### src/hw/rtl/gdo_pkg.sv
// ----------------------------------------------------------------------------
// gdo_pkg
// types, constants and calendar helpers for the date offset block
// ----------------------------------------------------------------------------
`default_nettype none

package gdo_pkg;

    localparam int unsigned YEAR_W  = 14;
    localparam int unsigned MONTH_W = 4;
    localparam int unsigned DAY_W   = 5;
    localparam int unsigned OFF_W   = 17;
    localparam int unsigned DD_W    = 18;
    localparam int unsigned CENT_W  = 7;

    localparam int unsigned IN_DATA_W  = 40;
    localparam int unsigned OUT_DATA_W = 32;

    localparam logic [YEAR_W-1:0]  MAX_YEAR  = 14'd9999;
    localparam logic [MONTH_W-1:0] JANUARY   = 4'd1;
    localparam logic [MONTH_W-1:0] FEBRUARY  = 4'd2;
    localparam logic [MONTH_W-1:0] DECEMBER  = 4'd12;
    localparam logic [DAY_W-1:0]   DEC_DAYS  = 5'd31;

    // y / 100 == (y * 5243) >> 19 for every y up to 9999
    localparam logic [12:0] RECIP_100   = 13'd5243;
    localparam int unsigned RECIP_SHIFT = 19;
    localparam int unsigned PROD_W      = YEAR_W + 13;

    typedef enum logic [2:0] {
        S_IDLE,
        S_PREP,
        S_CLAMP,
        S_WALK,
        S_FINISH
    } t_gdo_state;

    typedef struct packed {
        logic load;
        logic prep;
        logic clamp;
        logic step;
        logic push;
    } t_gdo_cmd;

    typedef struct packed {
        logic walk_done;
    } t_gdo_stat;

    // leap from the year mod 100 and the century mod 4
    function automatic logic is_leap(input logic [CENT_W-1:0] rem100,
                                     input logic [1:0] cent4);
        logic r;
        r = ((rem100[1:0] == 2'd0) && (rem100 != '0)) ||
            ((rem100 == '0) && (cent4 == 2'd0));
        return r;
    endfunction

    function automatic logic [DAY_W-1:0] month_len(input logic [MONTH_W-1:0] m,
                                                   input logic leap);
        logic [DAY_W-1:0] n;
        case (m)
            4'd2:                    n = leap ? 5'd29 : 5'd28;
            4'd4, 4'd6, 4'd9, 4'd11: n = 5'd30;
            default:                 n = 5'd31;
        endcase
        return n;
    endfunction

endpackage

`default_nettype wire

### src/hw/rtl/gdo_ctrl.sv
// ----------------------------------------------------------------------------
// gdo_ctrl
// sequencer: load, year split, clamp, month walk, hand-off to output
// ----------------------------------------------------------------------------
`default_nettype none

module gdo_ctrl (
    input  wire logic               i_clk,
    input  wire logic               i_rst_n,
    input  wire logic               i_in_valid,
    output logic                    o_in_ready,
    output logic                    o_out_valid,
    input  wire logic               i_out_ready,
    input  wire gdo_pkg::t_gdo_stat i_stat,
    output gdo_pkg::t_gdo_cmd       o_cmd
);

    gdo_pkg::t_gdo_state r_state, n_state;
    logic                r_out_valid, n_out_valid;
    logic                w_slot_free;

    assign w_slot_free = !r_out_valid || i_out_ready;

    always_comb begin
        n_state = r_state;
        unique case (r_state)
            gdo_pkg::S_IDLE:   if (i_in_valid) n_state = gdo_pkg::S_PREP;
            gdo_pkg::S_PREP:   n_state = gdo_pkg::S_CLAMP;
            gdo_pkg::S_CLAMP:  n_state = gdo_pkg::S_WALK;
            gdo_pkg::S_WALK:   if (i_stat.walk_done) n_state = gdo_pkg::S_FINISH;
            gdo_pkg::S_FINISH: if (w_slot_free) n_state = gdo_pkg::S_IDLE;
            default:           n_state = gdo_pkg::S_IDLE;
        endcase
    end

    always_comb begin
        o_cmd      = '0;
        o_in_ready = 1'b0;
        unique case (r_state)
            gdo_pkg::S_IDLE: begin
                o_in_ready = 1'b1;
                o_cmd.load = i_in_valid;
            end
            gdo_pkg::S_PREP:   o_cmd.prep  = 1'b1;
            gdo_pkg::S_CLAMP:  o_cmd.clamp = 1'b1;
            gdo_pkg::S_WALK:   o_cmd.step  = !i_stat.walk_done;
            gdo_pkg::S_FINISH: o_cmd.push  = w_slot_free;
            default: ;
        endcase
    end

    always_comb begin
        n_out_valid = r_out_valid;
        if (o_cmd.push) begin
            n_out_valid = 1'b1;
        end else if (i_out_ready) begin
            n_out_valid = 1'b0;
        end
    end

    always_ff @(posedge i_clk) begin
        if (!i_rst_n) begin
            r_state     <= gdo_pkg::S_IDLE;
            r_out_valid <= 1'b0;
        end else begin
            r_state     <= n_state;
            r_out_valid <= n_out_valid;
        end
    end

    assign o_out_valid = r_out_valid;

endmodule

`default_nettype wire

### src/hw/rtl/gdo_datapath.sv
// ----------------------------------------------------------------------------
// gdo_datapath
// date registers, leap tracking, one month carry or borrow per step
// ----------------------------------------------------------------------------
`default_nettype none

module gdo_datapath (
    input  wire logic                                  i_clk,
    input  wire gdo_pkg::t_gdo_cmd                     i_cmd,
    input  wire logic [gdo_pkg::YEAR_W-1:0]            i_year,
    input  wire logic [gdo_pkg::MONTH_W-1:0]           i_month,
    input  wire logic [gdo_pkg::DAY_W-1:0]             i_day,
    input  wire logic signed [gdo_pkg::OFF_W-1:0]      i_offset,
    output gdo_pkg::t_gdo_stat                         o_stat,
    output logic [gdo_pkg::YEAR_W-1:0]                 o_year,
    output logic [gdo_pkg::MONTH_W-1:0]                o_month,
    output logic [gdo_pkg::DAY_W-1:0]                  o_day,
    output logic                                       o_start_valid,
    output logic                                       o_range_error
);

    localparam int unsigned YW = gdo_pkg::YEAR_W;
    localparam int unsigned MW = gdo_pkg::MONTH_W;
    localparam int unsigned DW = gdo_pkg::DAY_W;
    localparam int unsigned CW = gdo_pkg::CENT_W;
    localparam int unsigned XW = gdo_pkg::DD_W;

    logic [YW-1:0]        r_year;
    logic                 r_year_ok;
    logic [CW-1:0]        r_cent;
    logic [CW-1:0]        r_rem;
    logic [1:0]           r_cent4;
    logic [MW-1:0]        r_month;
    logic [DW-1:0]        r_day_raw;
    logic signed [16:0]   r_off;
    logic signed [XW-1:0] r_dd;
    logic                 r_fwd;
    logic                 r_valid;
    logic                 r_err;

    logic [YW-1:0]        r_o_year;
    logic [MW-1:0]        r_o_month;
    logic [DW-1:0]        r_o_day;
    logic                 r_o_valid;
    logic                 r_o_err;

    logic [YW-1:0]                 w_year_c;
    logic [gdo_pkg::PROD_W-1:0]    w_prod;
    logic [YW-1:0]                 w_rem_full;
    logic                          w_leap;
    logic [MW-1:0]                 w_mc;
    logic [DW-1:0]                 w_clen;
    logic [DW-1:0]                 w_dc;
    logic                          w_start_ok;
    logic [DW-1:0]                 w_len;
    logic [MW-1:0]                 w_prev_m;
    logic [DW-1:0]                 w_prev_len;
    logic signed [XW-1:0]          w_len_x;
    logic                          w_fits;

    // load: clamp year and estimate the century by reciprocal multiply
    assign w_year_c = (i_year > gdo_pkg::MAX_YEAR) ? gdo_pkg::MAX_YEAR : i_year;
    assign w_prod   = gdo_pkg::PROD_W'(w_year_c) * gdo_pkg::PROD_W'(gdo_pkg::RECIP_100);

    assign w_rem_full = r_year - (YW'(r_cent) * YW'(7'd100));

    assign w_leap = gdo_pkg::is_leap(r_rem, r_cent4);

    // clamp stage, r_month still holds the raw month here
    always_comb begin
        w_mc = r_month;
        if (r_month == '0) begin
            w_mc = gdo_pkg::JANUARY;
        end else if (r_month > gdo_pkg::DECEMBER) begin
            w_mc = gdo_pkg::DECEMBER;
        end
    end
    assign w_clen = gdo_pkg::month_len(w_mc, w_leap);
    assign w_dc   = (r_day_raw == '0) ? DW'(1) :
                    (r_day_raw > w_clen) ? w_clen : r_day_raw;
    assign w_start_ok = r_year_ok && (r_month != '0) && (r_month <= gdo_pkg::DECEMBER) &&
                        (r_day_raw != '0) && (r_day_raw <= w_clen);

    // walk stage
    assign w_len      = gdo_pkg::month_len(r_month, w_leap);
    assign w_prev_m   = r_month - MW'(1);
    assign w_prev_len = gdo_pkg::month_len(w_prev_m, w_leap);
    assign w_len_x    = $signed({{(XW-DW){1'b0}}, w_len});
    assign w_fits     = r_fwd ? (r_dd <= w_len_x) : (r_dd > 0);

    assign o_stat.walk_done = r_err || w_fits;

    always_ff @(posedge i_clk) begin
        if (i_cmd.load) begin
            r_year    <= w_year_c;
            r_year_ok <= (i_year <= gdo_pkg::MAX_YEAR);
            r_cent    <= w_prod[gdo_pkg::RECIP_SHIFT +: CW];
            r_month   <= i_month;
            r_day_raw <= i_day;
            r_off     <= i_offset;
        end
        if (i_cmd.prep) begin
            r_rem   <= w_rem_full[CW-1:0];
            r_cent4 <= r_cent[1:0];
        end
        if (i_cmd.clamp) begin
            r_month <= w_mc;
            r_dd    <= $signed({{(XW-DW){1'b0}}, w_dc}) + XW'(r_off);
            r_fwd   <= !r_off[16];
            r_valid <= w_start_ok;
            r_err   <= 1'b0;
        end
        if (i_cmd.step) begin
            if (r_fwd) begin
                r_dd <= r_dd - w_len_x;
                if (r_month == gdo_pkg::DECEMBER) begin
                    if (r_year == gdo_pkg::MAX_YEAR) begin
                        r_err <= 1'b1;
                    end else begin
                        r_month <= gdo_pkg::JANUARY;
                        r_year  <= r_year + YW'(1);
                        if (r_rem == CW'(99)) begin
                            r_rem   <= '0;
                            r_cent4 <= r_cent4 + 2'd1;
                        end else begin
                            r_rem <= r_rem + CW'(1);
                        end
                    end
                end else begin
                    r_month <= r_month + MW'(1);
                end
            end else begin
                if (r_month == gdo_pkg::JANUARY) begin
                    if (r_year == '0) begin
                        r_err <= 1'b1;
                    end else begin
                        // december has 31 days in any year
                        r_month <= gdo_pkg::DECEMBER;
                        r_year  <= r_year - YW'(1);
                        r_dd    <= r_dd + $signed({{(XW-DW){1'b0}}, gdo_pkg::DEC_DAYS});
                        if (r_rem == '0) begin
                            r_rem   <= CW'(99);
                            r_cent4 <= r_cent4 - 2'd1;
                        end else begin
                            r_rem <= r_rem - CW'(1);
                        end
                    end
                end else begin
                    r_month <= w_prev_m;
                    r_dd    <= r_dd + $signed({{(XW-DW){1'b0}}, w_prev_len});
                end
            end
        end
        if (i_cmd.push) begin
            r_o_valid <= r_valid;
            r_o_err   <= r_err;
            if (r_err && r_fwd) begin
                r_o_year  <= gdo_pkg::MAX_YEAR;
                r_o_month <= gdo_pkg::DECEMBER;
                r_o_day   <= gdo_pkg::DEC_DAYS;
            end else if (r_err) begin
                r_o_year  <= '0;
                r_o_month <= gdo_pkg::JANUARY;
                r_o_day   <= DW'(1);
            end else begin
                r_o_year  <= r_year;
                r_o_month <= r_month;
                r_o_day   <= r_dd[DW-1:0];
            end
        end
    end

    assign o_year        = r_o_year;
    assign o_month       = r_o_month;
    assign o_day         = r_o_day;
    assign o_start_valid = r_o_valid;
    assign o_range_error = r_o_err;

endmodule

`default_nettype wire

### src/hw/rtl/gregorian_date_offset.sv
// ----------------------------------------------------------------------------
// gregorian_date_offset
// adds a signed day offset to a gregorian date, one month per cycle
// ----------------------------------------------------------------------------
//  channel   dir  width  contents
//  s_axis    in   40     start date and day offset
//  m_axis    out  32     shifted date and status flags
//
//  from acceptance to m_axis_tvalid an item crosses n month boundaries, with n
//  up to about 2160 for the widest offset; the month walk loop does one carry
//  or borrow each cycle
//  one item is in work at a time; the result waits in an output register
//  and the next item is taken while it waits; reset is synchronous, active low
// ----------------------------------------------------------------------------
`default_nettype none

module gregorian_date_offset (
    input  wire logic                              i_clk,
    input  wire logic                              i_rst_n,
    input  wire logic                              s_axis_tvalid,
    output logic                                   s_axis_tready,
    // [13:0] start_year, [17:14] start_month, [22:18] start_day, [39:23] offset_days
    input  wire logic [gdo_pkg::IN_DATA_W-1:0]     s_axis_tdata,
    output logic                                   m_axis_tvalid,
    input  wire logic                              m_axis_tready,
    // [13:0] result_year, [17:14] result_month, [22:18] result_day,
    // [23] start_valid, [24] range_error, [31:25] zero
    output logic [gdo_pkg::OUT_DATA_W-1:0]         m_axis_tdata
);

    gdo_pkg::t_gdo_cmd             w_cmd;
    gdo_pkg::t_gdo_stat            w_stat;
    logic [gdo_pkg::YEAR_W-1:0]    w_year;
    logic [gdo_pkg::MONTH_W-1:0]   w_month;
    logic [gdo_pkg::DAY_W-1:0]     w_day;
    logic                          w_start_valid;
    logic                          w_range_error;

    gdo_ctrl u_ctrl (
        .i_clk       (i_clk),
        .i_rst_n     (i_rst_n),
        .i_in_valid  (s_axis_tvalid),
        .o_in_ready  (s_axis_tready),
        .o_out_valid (m_axis_tvalid),
        .i_out_ready (m_axis_tready),
        .i_stat      (w_stat),
        .o_cmd       (w_cmd)
    );

    gdo_datapath u_dp (
        .i_clk         (i_clk),
        .i_cmd         (w_cmd),
        .i_year        (s_axis_tdata[13:0]),
        .i_month       (s_axis_tdata[17:14]),
        .i_day         (s_axis_tdata[22:18]),
        .i_offset      ($signed(s_axis_tdata[39:23])),
        .o_stat        (w_stat),
        .o_year        (w_year),
        .o_month       (w_month),
        .o_day         (w_day),
        .o_start_valid (w_start_valid),
        .o_range_error (w_range_error)
    );

    assign m_axis_tdata = {7'd0, w_range_error, w_start_valid, w_day, w_month, w_year};

endmodule

`default_nettype wire

### config.mk
export PLATFORM = sky130hd
export DESIGN_NAME = gregorian_date_offset
export DESIGN_NICKNAME = d
export VERILOG_FILES = /design/src/hw/rtl/gdo_pkg.sv /design/src/hw/rtl/gdo_ctrl.sv /design/src/hw/rtl/gdo_datapath.sv /design/src/hw/rtl/gregorian_date_offset.sv
export SDC_FILE = /design/constraint.sdc
export NUM_CORES = 1
export LEC_CHECK = 0
export BUFFER_PORTS_ARGS = -buffer_cell sky130_fd_sc_hd__buf_2
export CORE_UTILIZATION = 40
export DETAILED_ROUTE_END_ITERATION = 8
export GPL_TIMING_DRIVEN = 0
export SLEW_MARGIN = 20
export SYNTH_ARGS = -nofsm -noshare
export SYNTH_HDL_FRONTEND = slang
export SYNTH_SLANG_ARGS = --single-unit
export TNS_END_PERCENT = 10
### constraint.sdc
create_clock -name i_clk -period 8.4 [get_ports i_clk]
set_clock_uncertainty 0.05 [all_clocks]
set_input_delay 0.84 -clock i_clk [delete_from_list [all_inputs] [get_ports i_clk]]
set_output_delay 0.84 -clock i_clk [all_outputs]
set_load 0.005 [all_outputs]
### Word level (Yosys, flattened, before mapping)

Cells that the tools add are included.

| storage, ports and cells | value |
|---|---|
| flip-flop bits (word level) | 107 |
| bits in latches | 0 |
| bits in writable memories | 0 |
| ROM bits | 0 |
| bits of input ports | 44 |
| output and inout bits | 34 |
| memories | 0 |

| cells by class | value |
|---|---|
| add/sub/neg operators | 13 |
| $mul | 2 |
| divide/modulo/power cells | 0 |
| order comparisons | 8 |
| equal/unequal tests | 26 |
| shift-type cells | 0 |
| multiplexer cells | 70 |
| bitwise logic cells | 0 |
| reductions and logical operators | 29 |

Operators with widths:

| kind | count |
|---|---|
| 14-bit two-way mux | 9 |
| 18-bit two-way mux | 5 |
| 7-bit two-way mux | 9 |
| 4-bit two-way mux | 11 |
| 5-bit one-hot mux with 2 select lines | 3 |
| 4-bit == test (second input constant) | 7 |
| 14-bit by 13-bit multiplier with 26-bit output (second input constant) | 1 |
| 4-bit by 3-bit == test with 1-bit output (second input constant) | 6 |
| 18-bit by 6-bit adder with 18-bit output | 1 |
| 18-bit by 6-bit adder with 18-bit output (second input constant) | 1 |
| 6-bit by 17-bit adder with 18-bit output | 1 |
| 18-bit by 1-bit greater-than comparator with 1-bit output (second input constant) | 1 |
| 18-bit by 6-bit less-or-equal comparator with 1-bit output | 1 |
| 2-bit two-way mux | 9 |
| 18-bit by 6-bit subtractor with 18-bit output | 1 |
| 1-bit two-way mux | 17 |
| 5-bit two-way mux | 3 |
| 3-bit one-hot mux with 5 select lines | 1 |
| 14-bit by 1-bit adder with 14-bit output (second input constant) | 1 |
| 14-bit == test (second input constant) | 1 |
| 14-bit greater-than comparator (second input constant) | 1 |
| 14-bit less-or-equal comparator (second input constant) | 1 |
| 14-bit logical NOT | 1 |
| 14-bit by 1-bit subtractor with 14-bit output (second input constant) | 1 |
| 36 further kinds | 55 |

### Longest topological paths before layout

Gate-level depths: netlist (run 1).

| logic depth | value |
|---|---|
| word-level depth | 15 |
| gate-level depth with buffers | 23 |
| mapped depth without buffers | 22 |

### Modules after synthesis

From an unflattened synthesis (run 1), not the netlist that was laid out.

| second synthesis, totals | value |
|---|---|
| cells, all modules | 1,288 |
| area, all modules | 10,996.8 µm² |

Modules (own cells, without submodules):

| module | instances | cells each | area an instance (µm²) | sequential area each (µm²) |
|---|---|---|---|---|
| gdo_datapath | 1 | 1,251 | 10,687.8 | 2,572.5 |
| gdo_ctrl | 1 | 27 | 237.7 | 80.1 |
| gregorian_date_offset | 1 | 10 | 71.3 | 0.0 |

### Least setup slack after synthesis (run 1)

OpenSTA, ideal clock, no wires.

| timing | value |
|---|---|
| path kind | input-to-reg |
| start point | in s_axis_tdata[6] (netlist bit) |
| end point | reg u_dp.r_cent[1] (data pin) |
| arrival | 5.915 ns |
| required time | 8.155 ns |
| setup slack | 2.240 ns |
| stages on the path | 20 |
| cell sequence | or4_1 a41o_1 nand2_1 clkbuf_1 nand2_1 fa_1 inv_1 ha_1 fa_1 fa_1 inv_1 fa_1 inv_1 ha_1 nand4_1 nor2_1 a21o_1 o21a_1 or4_1 o311ai_0 |

| on the way | value |
|---|---|
| cells in the longest elaborated chain, start to end | 3 |

Ends and longest elaborated chain:

| element | line | text |
|---|---|---|
| start: declaration | gregorian_date_offset.sv:23 | `input wire logic [gdo_pkg::IN_DATA_W-1:0] s_axis_tdata,` |
| 14-bit greater-than comparator | gdo_datapath.sv:62 | `assign w_year_c = (i_year > gdo_pkg::MAX_YEAR) ? gdo_pkg::MAX_YEAR : i_year;` |
| 14-bit two-way mux (*) | gdo_datapath.sv:62 |  |
| 14-bit by 13-bit multiplier with 26-bit output (*) | gdo_datapath.sv:63 | `assign w_prod = gdo_pkg::PROD_W'(w_year_c) * gdo_pkg::PROD_W'(gdo_pkg::RECIP_100);` |
| via u_dp.w_prod (one bit) | gdo_datapath.sv:48 | `logic [gdo_pkg::PROD_W-1:0] w_prod;` |
| end signal: assignment | gdo_datapath.sv:97 | `r_cent <= w_prod[gdo_pkg::RECIP_SHIFT +: CW];` |
| end: declaration | gdo_datapath.sv:30 | `logic [CW-1:0] r_cent;` |

The timed path passes the listed nets; every way through them passes the cells marked *.
A chain may end at the register's enable or synchronous reset.

### Worst setup path after layout (run 1)

Same ends and word-level chain as after synthesis.

==> results of run 1 <==
## power by group through the flow
| stage | logic, mW | clock network (mW) | registers [mW] |
|---|---|---|---|
| after detailed placement | 2.26 | 0 | 0.788 |
| after global routing | 2.61 | 0.486 | 0.795 |
| after floorplan | 1.71 | 0 | 0.758 |
| after CTS | 2.28 | 0.462 | 0.778 |
| after global placement | 2.23 | 0 | 0.788 |
| final | 2.28 | 0.458 | 0.780 |
## through the flow
stage	hold slack, ns	utilization (%)	power, mW
final	0.3816	45.57	3.521
after global routing	0.3941	45.57	3.890
after CTS	0.3869	45.57	3.522
after detailed placement	0.3686	44.45	3.051
after global placement	0.3511	44.25	3.019
after floorplan	0.3503	-	2.472
## synthesized netlist by cell type (7+ instances only)
cell type | count | area share, %
nand3_1 | 39 | 1.7
nand2b_1 | 11 | 0.61
o21a_1 | 7 | 0.47
o22ai_1 | 12 | 0.67
a211oi_1 | 10 | 0.67
buf_1 | 8 | 0.27
nor4_1 | 12 | 0.67
buf_4 | 10 | 0.67
xnor2_1 | 40 | 3.1
o221ai_1 | 12 | 0.94
and3_1 | 11 | 0.61
o21ai_0 | 82 | 3.7
fa_1 | 66 | 12
a31oi_1 | 16 | 0.89
nand4_1 | 22 | 1.2
mux2i_1 | 11 | 0.98
clkbuf_1 | 56 | 1.9
a21o_1 | 9 | 0.60
a22oi_1 | 9 | 0.60
ha_1 | 115 | 13
a21oi_1 | 53 | 2.4
and4_1 | 8 | 0.62
nor2_1 | 83 | 2.8
and2_1 | 9 | 0.50
nor3_1 | 37 | 1.7
o211ai_1 | 15 | 1.0
inv_1 | 181 | 6.1
nand2_1 | 99 | 3.3
a221oi_1 | 7 | 0.55
nor2b_1 | 11 | 0.61
xor2_1 | 18 | 1.4
or4_1 | 8 | 0.54
edfxtp_1 | 55 | 15
dfxtp_1 | 50 | 8.9
## metal layers
metal  track usage [%]  vias up  share of wire [%]
met3             3.358       47                7.2
met4             6.855        0                2.1
met2             34.98      388                 43
met1             34.60     4816                 47
li1                  -     4817                  -
met5                 0        -                  0
## worst max-delay path, cell delays in order
cell      delay, ns
buf_2          0.10
or4_1          0.51
a41o_1         0.25
nand2_1        0.08
clkbuf_1       0.39
nand2_1        0.40
fa_1           0.60
inv_1          0.04
ha_1           0.23
fa_1           0.50
fa_1           0.49
inv_1          0.05
fa_1           0.54
inv_1          0.05
ha_1           0.32
nand4_1        0.14
nor2_1         0.06
a21o_1         0.25
o21a_1         0.25
or4_1          0.46
o311ai_0       0.12
## registers in the layout, summed over array words and instances (netlist names), 5 cells and up
register	count
u_dp.r_dd	18
u_dp.r_off	17
u_dp.o_year	14
u_dp.r_year	14
u_dp.r_rem	7
u_dp.o_day	5
u_dp.r_cent	5
u_dp.r_day_raw	5
## final timing paths
check	from	endpoint	slack, ns	cells past startpoint
max	s_axis_tdata[6]	u_dp.r_cent[1]	1.83	21
min	u_dp.r_valid	u_dp.o_start_valid	0.38	0
max reg2reg	u_dp.r_month[0]	u_dp.r_dd[17]	2.78	19
min reg2reg	u_dp.r_valid	u_dp.o_start_valid	0.38	0
## area by class of cell
class / instances / area, µm² / area share, %
buffer: 83 / 380.4 / 3.063
clock buffer: 11 / 242.7 / 1.955
clock inverter: 5 / 62.56 / 0.5038
inverter: 183 / 686.9 / 5.531
multi-input combinational: 954 / 7535 / 60.67
sequential: 105 / 2653 / 21.36
tap: 372 / 465.4 / 3.748
timing repair buffer: 72 / 392.9 / 3.164
## logic make-up after synthesis
family / synth area share (%)
mux: 1.182
flops: 23.64
buf+inv: 9.501
other cells: 0.03342
compound gates: 18.41
simple gates: 18.10
fa+ha+maj: 24.60
xor+xnor: 4.528
==> flow_metrics.env, run 1 <==
export IMPL_grt_use_total_pct=23.37
export IMPL_start_util_pct=41.17
export IMPL_drtIter0Drc=1089
export IMPL_grt_pass1_vias=9399
export IMPL_ys_warn_count=0
export IMPL_period_needed_ns=6.573
export IMPL_final_antenna_net_count=0
export IMPL_ios=78
export IMPL_post_cts_resized=0
export IMPL_areaGrowthSynthToFinish_pct=10.68
export IMPL_powerDensity_nw_per_um2=283.6
export IMPL_finish_instance_area_um2=12420
export IMPL_fin_cells=1785
export IMPL_avgSynthCellArea_um2=8.506
export IMPL_slew_headroom_pct=23.90
export IMPL_dpl_hpwl_mm=26.08
export IMPL_grt_overflow=0
export IMPL_cts_root_buf="clkbuf_16"
export IMPL_required_ns=8.50
export IMPL_cp_max_fo=10
export IMPL_ir_drop_mv=0.1916
export IMPL_drv_cap=0
export IMPL_synth_seq_cells=105
export IMPL_p_leak_nw=5.361
export IMPL_clockBufferDepth=2
export IMPL_grt_pass1_wl_mm=51.94
export IMPL_insertion_delay_ns=0.37
export IMPL_cts_made_buffers=9
export IMPL_final_nets=1633
export IMPL_syn_instance_count=1319
export IMPL_end_kind="register"
export IMPL_worst_slack_ns=1.827
export IMPL_gp_congestion=0.9487
export IMPL_dp_slack_ns=1.310
export IMPL_pwr_share_seq_pct=22.1
export IMPL_setup_violations=0
export IMPL_n_fill_cell=2757
export IMPL_setup_tns_final_ns=0
export IMPL_post_dp_cell_area_um2=12110
export IMPL_hold_viol=0
export IMPL_slew_viol_final=0
export IMPL_tightest_slew_ns=1.135
export IMPL_antenna_cells=0
export IMPL_clk_pin_slew_worst_paths_ns=0.07
export IMPL_antenna_found_initial=0
export IMPL_p_sw_mw=1.698
export IMPL_cts_sinks=105
export IMPL_core_um2=27250
export IMPL_numPortBuffers=70
export IMPL_vias_per_cell=5.640
export IMPL_cp_start_kind="primary input"
export IMPL_finalCritPeriodShare_pct=78.25
export IMPL_cts_setup_buffers=0
export IMPL_ys_async_sr_fraction_pct=0
export IMPL_min_path_type="register to register"
export IMPL_die_h_um=169.5
export IMPL_dr_pass1_iters=5
export IMPL_rsz0062_at_grt="false"
export IMPL_syn_cell_area_um2=11220
export IMPL_max_freq_ghz=0.1521
export IMPL_status="finished, final reports clean"
export IMPL_htree_levels=3
export IMPL_layout_common_cells="inv_1, ha_1, nand2_1, nor2_1, o21ai_0"
export IMPL_synth_seq_area_share_pct=23.64
export IMPL_drive_above_1_share_pct=10.26
export IMPL_vias=10068
export IMPL_comb_power_share_pct=64.9
export IMPL_grt_start_max_net_pins=24
export IMPL_drt_total_wl_mm=32.95
export IMPL_critPathKind="primary input to register"
export IMPL_hold_buffers=0
export IMPL_synth_edf_count=55
export IMPL_num_rows=60
export IMPL_power_frac_clock_pct=13.0
export IMPL_yosys_cell_types_count=91
export IMPL_cts_tree="done"
export IMPL_swShare_pct=48.21
export IMPL_wl_per_cell_um=18.46
export IMPL_synth_main_ff_cell="edfxtp_1"
export IMPL_p_int_mw=1.824
export IMPL_crit_arrival_ns=6.67
export IMPL_dieArea_um2=28720
export IMPL_final_common_cell="inv_1"
export IMPL_dp_cells=1769
export IMPL_die_x_um=169.5
export IMPL_drc_errors=0
Power figures use the tool's default switching activity.
==> inputs of run 2 (changes only) <==
==> constraint.sdc (replaced) <==
create_clock -name i_clk -period 6.8 [get_ports i_clk]
set_clock_uncertainty 0.05 [all_clocks]
set_input_delay 0.68 -clock i_clk [delete_from_list [all_inputs] [get_ports i_clk]]
set_output_delay 0.68 -clock i_clk [all_outputs]
set_load 0.005 [all_outputs]
==> flow_metrics.env, run 2 (synthesized netlist as in run 1, its figures left out) <==
export IMPL_powerDensity_nw_per_um2=349.9
export IMPL_r2r_end="u_dp.r_dd[17]"
export IMPL_finalCritPeriodShare_pct=91.75
export IMPL_num_rows=60
export IMPL_cts_tree="done"
export IMPL_met1_length_mm=15.48
export IMPL_drive_above_1_share_pct=10.34
export IMPL_gp_congestion=0.9487
export IMPL_grt_pass1_vias=9399
export IMPL_end_kind="register"
export IMPL_p_leak_nw=5.360
export IMPL_drt_total_wl_mm=32.90
export IMPL_rrSetupSlack_ns=1.16
export IMPL_die_h_um=169.5
export IMPL_p_sw_mw=2.093
export IMPL_min_path_type="register to register"
export IMPL_cts_setup_buffers=0
export IMPL_max_freq_ghz=0.1603
export IMPL_dpl_hpwl_mm=26.08
export IMPL_pwr_share_seq_pct=22.2
export IMPL_drv_cap=0
export IMPL_power_mw=4.345
export IMPL_vias=10070
export IMPL_setup_violations=0
export IMPL_grt_use_total_pct=23.37
export IMPL_largest_reg_flops=18
export IMPL_tightest_slew_ns=1.102
export IMPL_final_common_cell="inv_1"
export IMPL_reg_top3="u_dp.r_dd (18), u_dp.r_off (17)"
export IMPL_setup_tns_final_ns=0
export IMPL_slew_headroom_pct=26.06
export IMPL_cts_root_buf="clkbuf_16"
export IMPL_final_antenna_net_count=0
export IMPL_grt_overflow=0
export IMPL_cp_max_fo=11
export IMPL_grt_start_max_net_pins=24
export IMPL_vias_per_cell=5.645
export IMPL_route_met2_wl_mm=14.03
export IMPL_antenna_found_initial=0
export IMPL_comb_power_share_pct=64.8
export IMPL_dieArea_um2=28720
export IMPL_cts_sinks=105
export IMPL_antenna_cells=0
export IMPL_dr_pass1_iters=7
export IMPL_slew_viol_final=0
export IMPL_violations="design-rule violations"
export IMPL_drc_errors=2
export IMPL_hold_path_depth=0
export IMPL_cp_start_kind="primary input"
export IMPL_cts_made_buffers=9
export IMPL_hold_ws_ns=0.3818
export IMPL_ios=78
export IMPL_layout_common_cells="inv_1, ha_1, nand2_1, nor2_1, o21ai_0"
export IMPL_die_x_um=169.5
export IMPL_clk_pin_slew_worst_paths_ns=0.08
export IMPL_min_to="u_dp.o_start_valid"
export IMPL_wl_met3_mm=2.461
export IMPL_clockBufferDepth=2
export IMPL_period_needed_ns=6.239
export IMPL_final_nets=1632
export IMPL_areaGrowthSynthToFinish_pct=10.67
export IMPL_reg2regPathDepth=18
export IMPL_crit_arrival_ns=6.33
export IMPL_post_cts_resized=0
export IMPL_hold_buffers=0
export IMPL_ir_drop_mv=0.2366
export IMPL_hold_viol=0
export IMPL_start_util_pct=41.17
export IMPL_utilization_pct=45.56
export IMPL_core_um2=27250
export IMPL_drtIter0Drc=1004
export IMPL_status="complete, but fails checks"
export IMPL_highest_layer="met4"
export IMPL_reg2reg_from="u_dp.r_month[0]"
export IMPL_rsz0062_at_grt="false"
export IMPL_top_register="u_dp.r_dd"
export IMPL_required_ns=6.90
export IMPL_wl_per_cell_um=18.44
export IMPL_power_frac_clock_pct=13.0
export IMPL_htree_levels=3
export IMPL_critPathKind="primary input to register"
export IMPL_worstHoldStart="u_dp.r_valid"
export IMPL_swShare_pct=48.17
export IMPL_insertion_delay_ns=0.37
export IMPL_p_int_mw=2.252
export IMPL_grt_pass1_wl_mm=51.94
export IMPL_numPortBuffers=70
-- run 2: cell count changes in the layout (fill, tap and decap cells not counted), sizes merged --
cell    previous run  this run
clkbuf            67        66
-- run 2: worst max-delay path by stage --
stage | start | endpoint | slack, ns
4_1_cts | s_axis_tdata[6] | u_dp.r_cent[1] | 0.24
5_1_grt | s_axis_tdata[6] | u_dp.r_cent[1] | 0.19
3_5_place_dp | s_axis_tdata[6] | u_dp.r_cent[1] | -0.13
6_report | s_axis_tdata[6] | u_dp.r_cent[1] | 0.56
3_3_place_gp | s_axis_tdata[6] | u_dp.r_cent[1] | -0.06
2_1_floorplan | s_axis_tdata[6] | u_dp.r_cent[1] | 0.80
-- run 2: metal layers --
layer	track usage (%)	vias up
li1	-	4817
met2	34.98	410
met4	6.855	0
met5	0	-
met3	3.358	67
met1	34.60	4776
-- run 2: layout make-up --
class / count / area (µm²)
sequential: 105 / 2653
buffer: 82 / 376.6
multi-input combinational: 954 / 7537
timing repair buffer: 72 / 392.9
tap: 372 / 465.4
clock buffer: 11 / 242.7
clock inverter: 5 / 62.56
fill: 2759 / 14830
inverter: 183 / 686.9
-- run 2: power groups by stage --
stage	registers [mW]	logic [mW]	clock network (mW)
detailed placement	0.974	2.80	0
CTS	0.961	2.82	0.571
finish	0.963	2.82	0.566
global route	0.982	3.22	0.600
global placement	0.973	2.76	0
floorplan	0.937	2.12	0
-- run 2: metrics by stage --
| stage | cell area [µm²] | setup slack (ns) | instances |
|---|---|---|---|
| floorplan | 11240 | 0.7996 | 1325 |
| global placement | 12060 | -0.05985 | 1767 |
| detailed placement | 12110 | -0.1304 | 1769 |
| CTS | 12420 | 0.2396 | 1785 |
| global route | 12420 | 0.1929 | 1784 |
| finish | 12420 | 0.5611 | 1784 |
-- run 2: worst max-delay path: stages --
cell and delay [ns]:
buf_2 0.10, or4_1 0.51, a41o_1 0.25, nand2_1 0.32
nand2_1 0.35, inv_1 0.26, ha_1 0.23, fa_1 0.46
fa_1 0.52, inv_1 0.05, fa_1 0.46, fa_1 0.54
inv_1 0.04, ha_1 0.30, nand4_1 0.11, nor2_1 0.06
a21o_1 0.25, o21a_1 0.25, or4_1 0.46, o311ai_0 0.12
==> inputs of run 3 (changes only) <==
--- a/config.mk
+++ b/config.mk
@@ -6,9 +6,13 @@
 export NUM_CORES = 1
 export LEC_CHECK = 0
 export BUFFER_PORTS_ARGS = -buffer_cell sky130_fd_sc_hd__buf_2
+export CELL_PAD_IN_SITES_DETAIL_PLACEMENT = 0
+export CELL_PAD_IN_SITES_GLOBAL_PLACEMENT = 1
+export CORE_MARGIN = 2
 export CORE_UTILIZATION = 40
 export DETAILED_ROUTE_END_ITERATION = 8
 export GPL_TIMING_DRIVEN = 0
+export PLACE_DENSITY_LB_ADDON = 0.1
 export SLEW_MARGIN = 20
 export SYNTH_ARGS = -nofsm -noshare
 export SYNTH_HDL_FRONTEND = slang
==> flow_metrics.env, run 3 (synthesized netlist as in run 1, its figures left out) <==
export IMPL_p_sw_mw=2.146
export IMPL_dieArea_um2=29400
export IMPL_num_rows=61
export IMPL_rsz0062_at_grt="false"
export IMPL_max_freq_ghz=0.1596
export IMPL_final_common_cell="inv_1"
export IMPL_top_register="u_dp.r_dd"
export IMPL_reg_top3="u_dp.r_dd (18), u_dp.r_off (17)"
export IMPL_hold_ws_ns=0.3938
export IMPL_cts_made_buffers=9
export IMPL_powerDensity_nw_per_um2=351.4
export IMPL_dpl_hpwl_mm=28.16
export IMPL_path_cells="buf_2 > or4_1 > a41o_1 > nand2_1 > nand2b_1 > inv_1 > fa_1 > inv_1 > ha_1 > inv_1 > fa_1 > inv_1 > fa_1 > inv_1 > fa_1 > inv_1 > ha_1 > a21o_1 > a21oi_1 > o21ai_0 > a22oi_1 > nand3b_1 > xnor2_1"
export IMPL_fin_cells=1789
export IMPL_drtIter0Drc=912
export IMPL_vias=9961
export IMPL_cts_tree="done"
export IMPL_grt_pass1_vias=9665
export IMPL_htree_levels=3
export IMPL_ir_drop_mv=0.2304
export IMPL_dr_pass1_iters=5
export IMPL_slew_headroom_pct=19.48
export IMPL_grt_pass1_wl_mm=55.36
export IMPL_antenna_found_initial=0
export IMPL_drv_cap=0
export IMPL_dp_cells=1774
export IMPL_drive_above_1_share_pct=10.13
export IMPL_cp_common_cell="inv_1"
export IMPL_crit_arrival_ns=6.31
export IMPL_layout_common_cells="inv_1, ha_1, nand2_1, nor2_1, o21ai_0"
export IMPL_cp_num_buf_inv=7
export IMPL_finalCritPeriodShare_pct=92.15
export IMPL_grt_use_total_pct=24.86
export IMPL_slowest_stage="fa_1"
export IMPL_die_x_um=171.5
export IMPL_ios=78
export IMPL_hold_buffers=0
export IMPL_pwr_share_seq_pct=22.2
export IMPL_setup_violations=0
export IMPL_core_um2=27710
export IMPL_drt_total_wl_mm=35.39
export IMPL_cp_top_family="adder cells"
export IMPL_utilization_pct=44.70
export IMPL_status="finished, final reports clean"
export IMPL_critPathKind="primary input to register"
export IMPL_p_leak_nw=5.339
export IMPL_cts_root_buf="clkbuf_16"
export IMPL_end_kind="register"
export IMPL_insertion_delay_ns=0.37
export IMPL_cts_sinks=105
export IMPL_grt_start_max_net_pins=26
export IMPL_p_int_mw=2.206
export IMPL_swShare_pct=49.32
export IMPL_final_seq_area_um2=2653
export IMPL_grt_overflow=0
export IMPL_n_fill_cell=2804
export IMPL_cp_start_kind="primary input"
export IMPL_max_stage_delay_ns=0.54
export IMPL_wl_per_cell_um=19.78
export IMPL_start_util_pct=40.50
export IMPL_final_nets=1631
export IMPL_vias_per_cell=5.568
export IMPL_final_antenna_net_count=0
export IMPL_cts_setup_buffers=0
export IMPL_power_frac_clock_pct=12.5
export IMPL_areaGrowthSynthToFinish_pct=10.39
export IMPL_post_cts_resized=0
export IMPL_largest_reg_flops=18
export IMPL_drc_errors=0
export IMPL_gp_congestion=0.9132
export IMPL_die_h_um=171.5
export IMPL_antenna_cells=0
export IMPL_slew_viol_final=0
export IMPL_clk_pin_slew_worst_paths_ns=0.09
export IMPL_tightest_slew_ns=1.201
export IMPL_min_path_type="register to register"
export IMPL_multi_input_comb_area_um2=7535
export IMPL_hold_viol=0
export IMPL_clockBufferDepth=2
export IMPL_comb_power_share_pct=65.2
export IMPL_period_needed_ns=6.266
export IMPL_required_ns=6.85
export IMPL_numPortBuffers=70
export IMPL_cp_max_fo=11
[run 3: changes by cell type in the layout (fill, tap and decap cells not counted), sizes merged]
| cell | delta |
|---|---|
| bufinv | -1 |
| buf | -1 |
| clkinv | +3 |
| clkbuf | -1 |
| clkinvlp | -1 |
[run 3: metal layers]
| layer | global-route usage [%] | wire length, µm | up-vias |
|---|---|---|---|
| li1 | - | - | 4824 |
| met5 | 0 | 0 | - |
| met4 | 7.148 | 872 | 0 |
| met1 | 35.54 | 16660 | 4742 |
| met3 | 2.899 | 2096 | 52 |
| met2 | 39.48 | 15760 | 343 |
[run 3: power groups by stage]
| stage | registers, mW | logic [mW] | clock network, mW |
|---|---|---|---|
| after floorplan | 0.937 | 2.12 | 0 |
| after global placement | 0.975 | 2.81 | 0 |
| after detailed placement | 0.977 | 2.82 | 0 |
| after CTS | 0.963 | 2.84 | 0.556 |
| after global routing | 0.986 | 3.27 | 0.574 |
| final | 0.968 | 2.84 | 0.546 |
[run 3: cell type report]
cell class              instances  area share (%)
flip-flops and latches        105           21.42
well taps                     378           3.819
multi-input cells             954           60.83
plain buffers                  82           3.041
repair buffers                 71           2.990
clock buffers                  10           1.849
clock inverters                 6          0.5051
inverters                     183           5.546
[run 3: stage by stage]
stage / total power, mW / cell area [µm²] / worst slack (ns) / setup TNS [ns]
final: 4.352 / 12390 / 0.5341 / 0
after global routing: 4.826 / 12390 / 0.1532 / 0
after CTS: 4.360 / 12390 / 0.3545 / 0
after detailed placement: 3.796 / 12100 / 0.01823 / 0
after global placement: 3.781 / 12070 / -0.01975 / -0.01975
after floorplan: 3.053 / 11240 / 0.7996 / 0
[run 3: worst reg2reg max path, stage by stage, from the launching register on]
cell and delay (ns):
dfxtp_1 0.39, clkbuf_1 0.37, inv_1 0.24, ha_1 0.28, clkbuf_1 0.23, or4_1 0.44
nor2_1 0.40, a221oi_1 0.35, ha_1 0.38, a21oi_1 0.15, o21ai_0 0.18, mux2i_1 0.17
o21ai_0 0.11, ha_1 0.23, fa_1 0.41, a21oi_1 0.26, o211a_1 0.25, o21ai_0 0.09
a31oi_1 0.42, a221oi_1 0.16, o21ai_0 0.20
[run 3: final timing paths]
path,cells after the start,to,from,slack (ns)
max,23,u_dp.r_cent[4],s_axis_tdata[6],0.53
min,0,u_dp.o_start_valid,u_dp.r_valid,0.39
max reg2reg,20,u_dp.r_dd[6],u_dp.r_month[0],0.96
min reg2reg,0,u_dp.o_start_valid,u_dp.r_valid,0.39
